**config.mk**
```make
export PLATFORM = sky130hd
export DESIGN_NAME = bresenham_line_rasterizer
export DESIGN_NICKNAME = d
export VERILOG_FILES = /design/src/bres_pkg.sv /design/src/bresenham_line_rasterizer.sv /design/src/bres_ctrl.sv /design/src/bres_datapath.sv
export SDC_FILE = /design/constraint.sdc
export NUM_CORES = 1
export LEC_CHECK = 0
export BUFFER_PORTS_ARGS = -buffer_cell sky130_fd_sc_hd__buf_2
export CAP_MARGIN = 5
export CORE_MARGIN = 2
export CORE_UTILIZATION = 50
export CTS_CLUSTER_SIZE = 12
export DETAILED_ROUTE_END_ITERATION = 10
export GPL_TIMING_DRIVEN = 0
export PLACE_DENSITY = 0.66
export SKIP_CTS_REPAIR_TIMING = 1
export SYNTH_ARGS = -nofsm -noshare
export SYNTH_HDL_FRONTEND = slang
export SYNTH_SLANG_ARGS = --single-unit
```
**constraint.sdc**
```tcl
create_clock -name clk -period 6 [get_ports clk]
set_input_delay 1.8 -clock clk [delete_from_list [all_inputs] [get_ports clk]]
set_output_delay 1.8 -clock clk [all_outputs]
set_load 0.02 [all_outputs]
```
**src/bres_pkg.sv**
```systemverilog
// Shared types and constants for the Bresenham line rasterizer.
`timescale 1ns / 1ps
`default_nettype none

package bres_pkg;

	// Width of the pixel color carried through the block.
	localparam int unsigned COLOR_BITS = 24;

	// Item kinds on the command port.
	localparam logic KIND_LOAD = 1'b0;
	localparam logic KIND_STEP = 1'b1;

	// Controller states.
	typedef enum logic [1:0] {
		ST_IDLE,
		ST_LOAD,
		ST_STEP
	} bres_state_t;

	// Commands from the controller to the datapath.
	typedef struct packed {
		logic capture;
		logic load;
		logic step;
	} bres_cmd_t;

endpackage

`default_nettype wire

```
**src/bresenham_line_rasterizer.sv**
```systemverilog
// Top level of the Bresenham line rasterizer.
//
// Command channel: a transaction is taken at a rising edge where start is
// high and busy is low. A transaction with kind 0 loads a new line (both
// endpoints and a color) and gives no result. A transaction with kind 1
// asks for the next pixel of the active line and gives exactly one result.
// Result channel: done is high for one cycle while pixel_x, pixel_y,
// pixel_color, last_pixel and no_line hold the result; the receiver must
// take it in that cycle, as it has no way to hold results off.
// Sequence: the accepting edge moves the controller out of idle, and the
// next edge runs the setup or the step arithmetic in the datapath on the
// line state and registers the result. done rises right after that edge,
// while busy is already low, so a new command can be taken in the cycle
// in which done is high; while busy is high no new command is taken.
// Reset: arst_n clears the controller and drops any active line; a step
// with no active line returns a result with no_line set.
`timescale 1ns / 1ps
`default_nettype none

module bresenham_line_rasterizer #(
	parameter int unsigned COORD_BITS = 12
) (
	input  wire logic                            clk,
	input  wire logic                            arst_n,
	input  wire logic                            start,
	output logic                                 busy,
	input  wire logic                            kind,
	input  wire logic [COORD_BITS-1:0]           x_start,
	input  wire logic [COORD_BITS-1:0]           y_start,
	input  wire logic [COORD_BITS-1:0]           x_end,
	input  wire logic [COORD_BITS-1:0]           y_end,
	input  wire logic [bres_pkg::COLOR_BITS-1:0] line_color,
	output logic                                 done,
	output logic [COORD_BITS-1:0]                pixel_x,
	output logic [COORD_BITS-1:0]                pixel_y,
	output logic [bres_pkg::COLOR_BITS-1:0]      pixel_color,
	output logic                                 last_pixel,
	output logic                                 no_line
);
	import bres_pkg::*;

	bres_cmd_t cmd;

	// Sequencing of load and step transactions.
	bres_ctrl u_ctrl (
		.clk    (clk),
		.arst_n (arst_n),
		.start  (start),
		.kind   (kind),
		.cmd    (cmd),
		.busy   (busy)
	);

	// Line state and pixel generation.
	bres_datapath #(
		.COORD_BITS (COORD_BITS)
	) u_datapath (
		.clk         (clk),
		.arst_n      (arst_n),
		.cmd         (cmd),
		.x_start     (x_start),
		.y_start     (y_start),
		.x_end       (x_end),
		.y_end       (y_end),
		.line_color  (line_color),
		.pixel_x     (pixel_x),
		.pixel_y     (pixel_y),
		.pixel_color (pixel_color),
		.last_pixel  (last_pixel),
		.no_line     (no_line),
		.done        (done)
	);

	// A step transaction yields its result once the step state has run.
	a_step_gives_result: assert property (@(posedge clk) disable iff (!arst_n)
		(start && !busy && kind == KIND_STEP) |=> ##1 done)
		else $error("step transaction produced no result");

	// A load transaction never yields a result.
	a_load_silent: assert property (@(posedge clk) disable iff (!arst_n)
		(start && !busy && kind == KIND_LOAD) |=> ##1 !done)
		else $error("load transaction produced a result");

	// A result only follows a busy cycle in which the step was worked out.
	a_done_after_busy: assert property (@(posedge clk) disable iff (!arst_n)
		done |-> $past(busy))
		else $error("result without a preceding step cycle");

	// The end of a line and the lack of a line exclude each other.
	a_flags_exclusive: assert property (@(posedge clk) disable iff (!arst_n)
		done |-> !(last_pixel && no_line))
		else $error("last_pixel and no_line both set");

endmodule

`default_nettype wire

```
**src/bres_ctrl.sv**
```systemverilog
// Controller state machine for the Bresenham line rasterizer.
`timescale 1ns / 1ps
`default_nettype none

module bres_ctrl (
	input  wire logic               clk,
	input  wire logic               arst_n,
	input  wire logic               start,
	input  wire logic               kind,
	output bres_pkg::bres_cmd_t     cmd,
	output logic                    busy
);
	import bres_pkg::*;

	bres_state_t state_q;
	bres_state_t state_next;

	// State register.
	always_ff @(posedge clk or negedge arst_n) begin
		if (!arst_n) begin
			state_q <= ST_IDLE;
		end else begin
			state_q <= state_next;
		end
	end

	// Next state and datapath commands.
	always_comb begin
		state_next  = state_q;
		cmd.capture = 1'b0;
		cmd.load    = 1'b0;
		cmd.step    = 1'b0;
		busy        = 1'b1;
		unique case (state_q)
			ST_IDLE: begin
				busy = 1'b0;
				if (start) begin
					cmd.capture = 1'b1;
					state_next  = (kind == KIND_STEP) ? ST_STEP : ST_LOAD;
				end
			end
			ST_LOAD: begin
				cmd.load   = 1'b1;
				state_next = ST_IDLE;
			end
			ST_STEP: begin
				cmd.step   = 1'b1;
				state_next = ST_IDLE;
			end
			default: begin
				state_next = ST_IDLE;
			end
		endcase
	end

endmodule

`default_nettype wire

```
**src/bres_datapath.sv**
```systemverilog
// Datapath of the Bresenham line rasterizer: line state, setup and stepping.
`timescale 1ns / 1ps
`default_nettype none

module bres_datapath #(
	parameter int unsigned COORD_BITS = 12
) (
	input  wire logic                           clk,
	input  wire logic                           arst_n,
	input  wire bres_pkg::bres_cmd_t            cmd,
	input  wire logic [COORD_BITS-1:0]          x_start,
	input  wire logic [COORD_BITS-1:0]          y_start,
	input  wire logic [COORD_BITS-1:0]          x_end,
	input  wire logic [COORD_BITS-1:0]          y_end,
	input  wire logic [bres_pkg::COLOR_BITS-1:0] line_color,
	output logic [COORD_BITS-1:0]               pixel_x,
	output logic [COORD_BITS-1:0]               pixel_y,
	output logic [bres_pkg::COLOR_BITS-1:0]     pixel_color,
	output logic                                last_pixel,
	output logic                                no_line,
	output logic                                done
);
	import bres_pkg::*;

	localparam int unsigned DW = COORD_BITS + 1;
	localparam int unsigned EW = COORD_BITS + 3;

	// Captured load operands.
	logic [COORD_BITS-1:0] xs_q, ys_q, xe_q, ye_q;
	logic [COLOR_BITS-1:0] color_in_q;

	// Line state.
	logic [COORD_BITS-1:0] cur_x_q, cur_y_q, end_x_q, end_y_q;
	logic signed [EW-1:0]  err_q;
	logic [DW-1:0]         ddx_q, ddy_q;
	logic                  x_neg_q, y_neg_q, x_major_q;
	logic [COLOR_BITS-1:0] color_q;
	logic                  active_q;

	// Result registers.
	logic [COORD_BITS-1:0] pix_x_q, pix_y_q;
	logic [COLOR_BITS-1:0] pix_color_q;
	logic                  last_q, no_line_q, done_q;

	// Setup arithmetic on the captured endpoints.
	logic                  x_fwd, y_fwd;
	logic [COORD_BITS-1:0] adx, ady;
	logic [DW-1:0]         ddx_new, ddy_new;
	logic                  x_major_new;
	logic signed [EW-1:0]  err_new;

	always_comb begin
		x_fwd       = xe_q > xs_q;
		y_fwd       = ye_q > ys_q;
		adx         = x_fwd ? (xe_q - xs_q) : (xs_q - xe_q);
		ady         = y_fwd ? (ye_q - ys_q) : (ys_q - ye_q);
		ddx_new     = {adx, 1'b0};
		ddy_new     = {ady, 1'b0};
		x_major_new = adx > ady;
		err_new     = x_major_new ?
			($signed({2'b00, ddy_new}) - $signed({2'b00, ddx_new})) :
			($signed({2'b00, ddx_new}) - $signed({2'b00, ddy_new}));
	end

	// Stepping arithmetic on the line state.
	logic                  at_end, err_pos;
	logic [COORD_BITS-1:0] x_stepped, y_stepped;
	logic signed [EW-1:0]  ddx_ext, ddy_ext;

	always_comb begin
		at_end    = x_major_q ? (cur_x_q == end_x_q) : (cur_y_q == end_y_q);
		err_pos   = err_q > $signed(EW'(0));
		x_stepped = x_neg_q ? (cur_x_q - COORD_BITS'(1)) : (cur_x_q + COORD_BITS'(1));
		y_stepped = y_neg_q ? (cur_y_q - COORD_BITS'(1)) : (cur_y_q + COORD_BITS'(1));
		ddx_ext   = $signed({2'b00, ddx_q});
		ddy_ext   = $signed({2'b00, ddy_q});
	end

	// Operand capture at the accepting edge.
	always_ff @(posedge clk) begin
		if (cmd.capture) begin
			xs_q       <= x_start;
			ys_q       <= y_start;
			xe_q       <= x_end;
			ye_q       <= y_end;
			color_in_q <= line_color;
		end
	end

	// Line state update for loads and steps.
	always_ff @(posedge clk) begin
		if (cmd.load) begin
			cur_x_q   <= xs_q;
			cur_y_q   <= ys_q;
			end_x_q   <= xe_q;
			end_y_q   <= ye_q;
			color_q   <= color_in_q;
			x_neg_q   <= !x_fwd;
			y_neg_q   <= !y_fwd;
			ddx_q     <= ddx_new;
			ddy_q     <= ddy_new;
			x_major_q <= x_major_new;
			err_q     <= err_new;
		end else if (cmd.step && active_q && !at_end) begin
			if (x_major_q) begin
				cur_x_q <= x_stepped;
				if (err_pos) begin
					cur_y_q <= y_stepped;
					err_q   <= err_q + ddy_ext - ddx_ext;
				end else begin
					err_q   <= err_q + ddy_ext;
				end
			end else begin
				cur_y_q <= y_stepped;
				if (err_pos) begin
					cur_x_q <= x_stepped;
					err_q   <= err_q + ddx_ext - ddy_ext;
				end else begin
					err_q   <= err_q + ddx_ext;
				end
			end
		end
	end

	// Line active flag and result strobe.
	always_ff @(posedge clk or negedge arst_n) begin
		if (!arst_n) begin
			active_q <= 1'b0;
			done_q   <= 1'b0;
		end else begin
			done_q <= cmd.step;
			if (cmd.load) begin
				active_q <= 1'b1;
			end else if (cmd.step && active_q && at_end) begin
				active_q <= 1'b0;
			end
		end
	end

	// Result payload for the step transaction.
	always_ff @(posedge clk) begin
		if (cmd.step) begin
			if (!active_q) begin
				pix_x_q     <= '0;
				pix_y_q     <= '0;
				pix_color_q <= '0;
				last_q      <= 1'b0;
				no_line_q   <= 1'b1;
			end else if (at_end) begin
				pix_x_q     <= end_x_q;
				pix_y_q     <= end_y_q;
				pix_color_q <= color_q;
				last_q      <= 1'b1;
				no_line_q   <= 1'b0;
			end else begin
				pix_x_q     <= cur_x_q;
				pix_y_q     <= cur_y_q;
				pix_color_q <= color_q;
				last_q      <= 1'b0;
				no_line_q   <= 1'b0;
			end
		end
	end

	assign pixel_x     = pix_x_q;
	assign pixel_y     = pix_y_q;
	assign pixel_color = pix_color_q;
	assign last_pixel  = last_q;
	assign no_line     = no_line_q;
	assign done        = done_q;

endmodule

`default_nettype wire

```
==> metrics.md, run 1 <==
| Metric | Value |
|---|---|
| Post-synthesis simple-gate area fraction | `8.85%` |
| Sequential-to-total area share from yosys stat | `48.4%` |
| Setup violators final | `0` |
| Vias in the first global route | `10200` |
| Critical Path Start Type | `flip-flop` |
| Slew @ Worst Pin | `1200 ps` |
| Post-synthesis register bit count | `239` |
| WP data arrival | `6070 ps` |
| First-pass GRT wire length | `54300 um` |
| Fin crit period | `5820 ps` |
| CORE AREA | `28900 um2` |
| Final layout net count | `1718` |
| Ys Warns | `0` |
| Largest family of logic cells by synthesized area | `compound AO/OA/AOI/OAI gates` |
| Synthesized cell area | `14800 um2` |
| Critical path class | `flip-flop to flip-flop` |
| Pwr dens | `401 nW/um2` |
| Synth area leaders | `edfxtp_1, ha_1, xnor2_1, inv_1, a21oi_1` |
| Number of I/O pins | `128` |
| Skew final | `13.7 ps` |
| Die height | `176 um` |
| DIE AREA | `31000 um2` |
| Share of cells above drive strength 1 | `16.4%` |
| Post-DP HPWL | `26700 um` |
| Worst path slowest cell | `edfxtp_1` |
| Multi-input gate area | `7030 um2` |
| GPL Wtd Cong | `0.903` |
| CP required | `6250 ps` |
| Crit path capture type | `flip-flop` |
| Post-synth ARST share | `1.67%` |
| RSZ-0062 raised after global routing | `true` |
| Syn Nets | `1549` |
| Worst path top cell family by delay | `compound AO/OA/AOI/OAI gates` |
| Max-slew headroom | `19.2%` |
| Residual DRC | `0` |
| Final Cycle Share | `97.0%` |
| WHS | `408 ps` |
| Longest Clk Path Bufs | `3` |
| Synth Flop Type | `edfxtp_1` |
| Area Growth Syn to Fin | `14.5%` |
| Clock sinks | `239` |
| Syn_area_per_cell | `11.2 um2` |
| Unique cell type count in the Yosys netlist | `80` |
| Antenna violations before repair | `1` |
| Initial Utilization | `51.1%` |
| Starting DRT DRC Count | `759` |
| XOR/XNOR Fraction of Synth Area | `6.91%` |
| # rows | `62` |
| Synth top area share | `47.7%` |
| Clock H-tree levels | `1` |
| Max-slew violations | `0` |
| Power, Total | `0.00679 W` |
| Total CTS buffers | `25` |
| Mux cell area share after synthesis | `4.36%` |
| Setup TNS | `0 ps` |
| ANT nets after route | `0` |
| Critical path peak fanout | `7` |
| GRT Total Usage | `22.6%` |
| Dpl ws | `-587 ps` |
| Drt via density | `5.46` |
| Final WL | `35300 um` |
| Clock root buffer | `clkbuf_16` |
| Achievable Freq | `172 MHz` |
| DRT Pass-1 Iters | `6` |
| Clk slew on worst S/H paths | `60 ps` |
| Final worst setup slack | `181 ps` |
| WL per Instance | `18.6 um` |
| Gate count of the mapped netlist | `1325` |
| Leak pwr | `7.29 nW` |
| Most area-hungry cell type in the Yosys netlist | `edfxtp_1` |
| Worst Path Buf+Inv | `5` |
| Maximum VDD drop | `0.234 mV` |
| Post-Place Cells | `1842` |
| Final Hold Fails | `0` |
| Total grt overflow | `0` |
| Via count | `10300` |
| Sequential cell area | `7160 um2` |
| Port bufs | `127` |
| Post-Synth Adder-Cell Area | `13.1%` |
| EDFF count, synth | `235` |
| Layout fillers | `2446` |
| Die Width | `176 um` |
| CTS tree | `yes` |
| Worst Hold Class | `flip-flop to flip-flop` |
| Non-filler cells in the finished layout | `1894` |
| Maxcap violations | `0` |
| Worst skew pair latency | `540 ps` |
| Outcome | `complete, no violations` |
| Max incr delay on CP | `440 ps` |
| Synth Area in Compound Gates | `13.4%` |
| Pin count of the biggest net entering global routing | `58` |
power breakdown:
| group | internal, W | switching, W |
|---|---|---|
| logic | 0.00142 | 0.00180 |
| registers | 0.00208 | 0.000114 |
| clock network | 0.000761 | 0.000619 |
synth_stat cells (all sizes together), types with 4 or more instances:
cell and n:
nand3 7, a21boi 4, nand2 75, clkbuf 21
xor2 43, nor2b 14, nor3 11, or2 4
o21bai 21, and2 31, o31ai 6, nand2b 9
a2111oi 4, and3 5, mux2i 43, a211o 4
nor2 89, a21o 34, mux4 6, o211ai 7
inv 151, o21a 9, fa 12, ha 136
edfxtp 235, buf 12, nand4 8, dfrtp 4
o21ai 66, a41oi 5, nor4 9, xnor2 72
mux2 6, a211oi 11, a21oi 109, a31oi 6
cell usage in the layout, fill, tap and decap left out, types with 7 or more instances in the layout:
| master | instances |
|---|---|
| fa_1 | 11 |
| o21ai_0 | 62 |
| xor2_1 | 41 |
| and2_1 | 30 |
| clkbuf_16 | 26 |
| buf_4 | 12 |
| a211oi_1 | 10 |
| a21oi_1 | 106 |
| o21bai_1 | 21 |
| mux2i_1 | 41 |
| nor2b_1 | 13 |
| nand2b_1 | 9 |
| a21o_1 | 34 |
| clkbuf_1 | 26 |
| inv_1 | 149 |
| ha_1 | 133 |
| o211ai_1 | 7 |
| clkinv_1 | 7 |
| nor4_1 | 7 |
| nand3_1 | 7 |
| buf_2 | 133 |
| nor3_1 | 11 |
| edfxtp_1 | 235 |
| nand4_1 | 8 |
| xnor2_1 | 68 |
| o21a_1 | 9 |
| nor2_1 | 86 |
| nand2_1 | 73 |
cell families after synthesis:
group	count (synthesis)
AOI/OAI and AO/OA	310
and+or+nand+nor	271
DFF	239
buffers and inverters	187
adders and majority gates	148
xor gates and xnor gates	115
muxes	55
routing by layer:
layer	share of wire [%]	GRT usage, %
met1	45	30.9
met2	48	37.9
met3	4.0	2.61
met4	3.2	7.13
met5	0	0
worst paths after layout:
kind                                           to                      start  cells past startpoint  slack, ps
min in group asynchronous         u_datapath.done                     arst_n                      1       1070
max in group asynchronous     u_datapath.active_q                     arst_n                      1       4810
setup reg to reg              u_datapath.err_q[4]         u_datapath.ye_q[0]                     26        180
hold / removal             u_datapath.color_q[11]  u_datapath.color_in_q[11]                      0        410
hold reg to reg            u_datapath.color_q[11]  u_datapath.color_in_q[11]                      0        410
setup / recovery              u_datapath.err_q[4]         u_datapath.ye_q[0]                     26        180
metrics by stage:
stage | instance area [um2] | utilization (%)
finish | 16900 | 58.5
global route | 16900 | 58.5
CTS | 16700 | 57.8
detailed placement | 16000 | 55.4
global placement | 15900 | 55.0
floorplan | 14800 | -
layout make-up:
class,count,area share [%]
antenna,1,0.0148
buffer,32,0.968
clock buffer,33,3.87
clock inverter,9,0.251
inverter,154,3.41
multi-input combinational,899,41.5
sequential,239,42.2
tap,384,2.84
timing repair buffer,143,4.92
state kept, by name (all words and copies together), names as in the netlist, 2 cells and up:
register	cells
u_datapath.xs_q	12
u_datapath.err_q	14
u_datapath.cur_x_q	12
u_datapath.pixel_color	24
u_datapath.color_q	24
u_datapath.ddy_q	12
u_datapath.end_x_q	12
u_datapath.cur_y_q	12
u_datapath.pixel_y	12
u_ctrl.state_q	2
u_datapath.color_in_q	24
u_datapath.ddx_q	12
u_datapath.ys_q	12
u_datapath.xe_q	12
u_datapath.ye_q	12
u_datapath.end_y_q	12
u_datapath.pixel_x	12
(Power assumes the default switching activity.)
==> run 2, diff against run 1 <==
Settings changed: CORE_UTILIZATION 50 to 61, PLACE_DENSITY 0.66 to 0.78.
==> run 2 against run 1 <==
Compared with the run above:
- global-route usage rose by 4.7 points
- combinational power hardly changed
- utilization grew 13 points
- critical path depth shrank 1
- hold slack improved by 11 ps
- critical path type unchanged
- largest power group unchanged
==> metrics.md, run 2 (same netlist as run 1, synthesis figures left out) <==
| Metric | Value |
|---|---|
| Vias in the first global route | `10800 (+6.3%)` |
| Power, Total | `0.00691 W (+1.8%)` |
| Max-slew violations | `0 (unchanged)` |
| Seq pwr share | `31.8% (-0.6 points)` |
| Fin crit period | `5770 ps (-46.2 ps)` |
| ANT nets after route | `0 (unchanged)` |
| Setup violators final | `0 (unchanged)` |
| Most common cell after layout, fill and taps aside | `edfxtp_1` |
| Maximum VDD drop | `0.294 mV (+26%)` |
| Final WL | `35200 um (-0.16%)` |
| Area Growth Syn to Fin | `14.1%` |
| Internal | `0.00436 W (+2.3%)` |
| Skew final | `19.8 ps (+6.18 ps)` |
| Final Cycle Share | `96.2% (-0.77 points)` |
| Total grt overflow | `0 (unchanged)` |
| GPL Wtd Cong | `0.917 (+1.6%)` |
| Crit path capture type | `flip-flop` |
| Die height | `160 um (-9.3%)` |
| Worst Hold Class | `flip-flop to flip-flop` |
| Number of I/O pins | `128 (unchanged)` |
| Via count | `10600 (+2.5%)` |
| Clock root buffer | `clkbuf_16` |
| Die Width | `160 um (-9.3%)` |
| Residual DRC | `0 (unchanged)` |
| Clock H-tree levels | `1 (unchanged)` |
| CORE AREA | `23600 um2 (-18%)` |
| Maxcap violations | `0 (unchanged)` |
| Critical path peak fanout | `10 (+3)` |
| Pin count of the biggest net entering global routing | `58 (unchanged)` |
| NetSw | `0.00255 W (+0.78%)` |
| Logic pwr share | `46.1% (-1.2 points)` |
| Achievable Freq | `173 MHz (+0.80%)` |
| Antenna violations before repair | `3 (+2)` |
| Final Hold Fails | `0 (unchanged)` |
| Drt via density | `5.80 (+6.2%)` |
| Post-DP HPWL | `26100 um (-2.3%)` |
| Clock sinks | `239 (unchanged)` |
| Clk slew on worst S/H paths | `60 ps (about the same)` |
| Pwr dens | `410 nW/um2 (+2.1%)` |
| Max-slew headroom | `13.5% (-5.7 points)` |
| CP required | `6250 ps (about the same)` |
| Most frequent cells in the layout | `edfxtp_1, inv_1, ha_1` |
| CTS tree | `yes` |
| Slew @ Worst Pin | `1280 ps (+85.1 ps)` |
| # rows | `56 (-9.7%)` |
| Share of cells above drive strength 1 | `16.2% (-0.23 points)` |
| Critical path class | `flip-flop to flip-flop` |
| Total CTS buffers | `26 (+4.0%)` |
| Post-Place Cells | `1776 (-3.6%)` |
| Critical Path Start Type | `flip-flop` |
| GRT Total Usage | `27.3% (+4.7 points)` |
| Non-filler cells in the finished layout | `1827 (-3.5%)` |
| Starting DRT DRC Count | `953 (+26%)` |
| WL per Instance | `19.3 um (+3.5%)` |
| WP data arrival | `6030 ps (-40 ps)` |
| Outcome | `complete, no violations` |
| Longest Clk Path Bufs | `3 (unchanged)` |
| DIE AREA | `25500 um2 (-18%)` |
| Final layout net count | `1714 (-0.23%)` |
| DRT Pass-1 Iters | `5 (-1)` |
| First-pass GRT wire length | `55100 um (+1.5%)` |
| WHS | `419 ps (+10.9 ps)` |
| Final worst setup slack | `227 ps (+46.2 ps)` |
| Leak pwr | `7.31 nW (+0.28%)` |
| Initial Utilization | `62.6% (+12 points)` |
| Sw Ratio | `36.9% (-0.36 points)` |
| Port bufs | `127 (unchanged)` |
| Dpl ws | `-247 ps (+339 ps)` |
| Worst skew pair latency | `540 ps (about the same)` |
| Clock power share | `22.1% (+1.8 points)` |
## run 2: cell count changes in the layout (fill, tap and decap cells not counted), moves of 2 or more
| cell | before | now |
|---|---|---|
| buf_4 | 12 | 8 |
| buf_8 | 2 | 0 |
| bufinv_16 | 0 | 2 |
| clkinv_1 | 7 | 4 |
| ha_1 | 133 | 135 |
| xor2_1 | 41 | 43 |
| xor2_2 | 2 | 0 |
## run 2: cell type report
cell class | instances | area (um2)
multi-input combinational | 899 | 7000
tap | 319 | 399
timing repair buffer | 138 | 768
inverter | 154 | 578
buffer | 32 | 159
antenna | 2 | 5.00
fill | 1682 | 6730
clock buffer | 34 | 691
sequential | 239 | 7160
clock inverter | 10 | 126
## run 2: path summary, 6_finish.rpt
check | from | endpoint | slack [ps] | depth (start not counted)
worst max register to register | u_datapath.ye_q[0] | u_datapath.err_q[4] | 230 | 25
min in group asynchronous | arst_n | u_ctrl.state_q[0] | 1070 | 1
worst min-delay path | u_datapath.color_in_q[21] | u_datapath.color_q[21] | 420 | 0
worst max-delay path | u_datapath.ye_q[0] | u_datapath.err_q[4] | 230 | 25
worst min register to register | u_datapath.color_in_q[21] | u_datapath.color_q[21] | 420 | 0
max in group asynchronous | arst_n | u_datapath.done | 4800 | 1
## run 2: power by group through the flow
stage,logic [W],clock network (W),registers (W)
after floorplan,0.00235,0,0.00222
after CTS,0.00308,0.00156,0.00220
after global placement,0.00296,0,0.00223
after global routing,0.00353,0.00163,0.00221
final,0.00319,0.00153,0.00220
after detailed placement,0.00304,0,0.00223
## run 2: per-layer routing
layer  vias to the layer above  track usage [%]  share of wire [%]
met5                         -                0              0.037
met4                         2             9.92                3.6
met3                        92             4.34                6.4
met2                       394             48.1                 50
met1                      5055             34.2                 40
li1                       5057                -                  -
## run 2: critical path, stage by stage, from the launching register on
cell,delay (ps)
edfxtp_1,400
inv_1,80
ha_1,160
inv_1,60
fa_1,380
a21o_1,180
nor3b_1,140
o21a_1,230
o21ai_4,170
buf_6,160
buf_1,450
mux2i_1,370
nand2_1,100
xnor2_1,420
ha_1,310
buf_2,190
a21o_1,200
a21o_1,190
a21o_1,200
inv_1,80
o2111ai_2,130
nand2_2,200
buf_6,150
mux2i_1,230
xor2_1,170
o21ai_0,110
## run 2: stage by stage
stage / cell area [um2] / utilization (%) / TNS (ps)
6_report: 16900 / 71.5 / 0
2_1_floorplan: 14800 / - / 0
5_1_grt: 16900 / 71.5 / -225
3_3_place_gp: 15800 / 67.0 / -2440
3_5_place_dp: 15900 / 67.5 / -1570
4_1_cts: 16800 / 71.0 / -2270
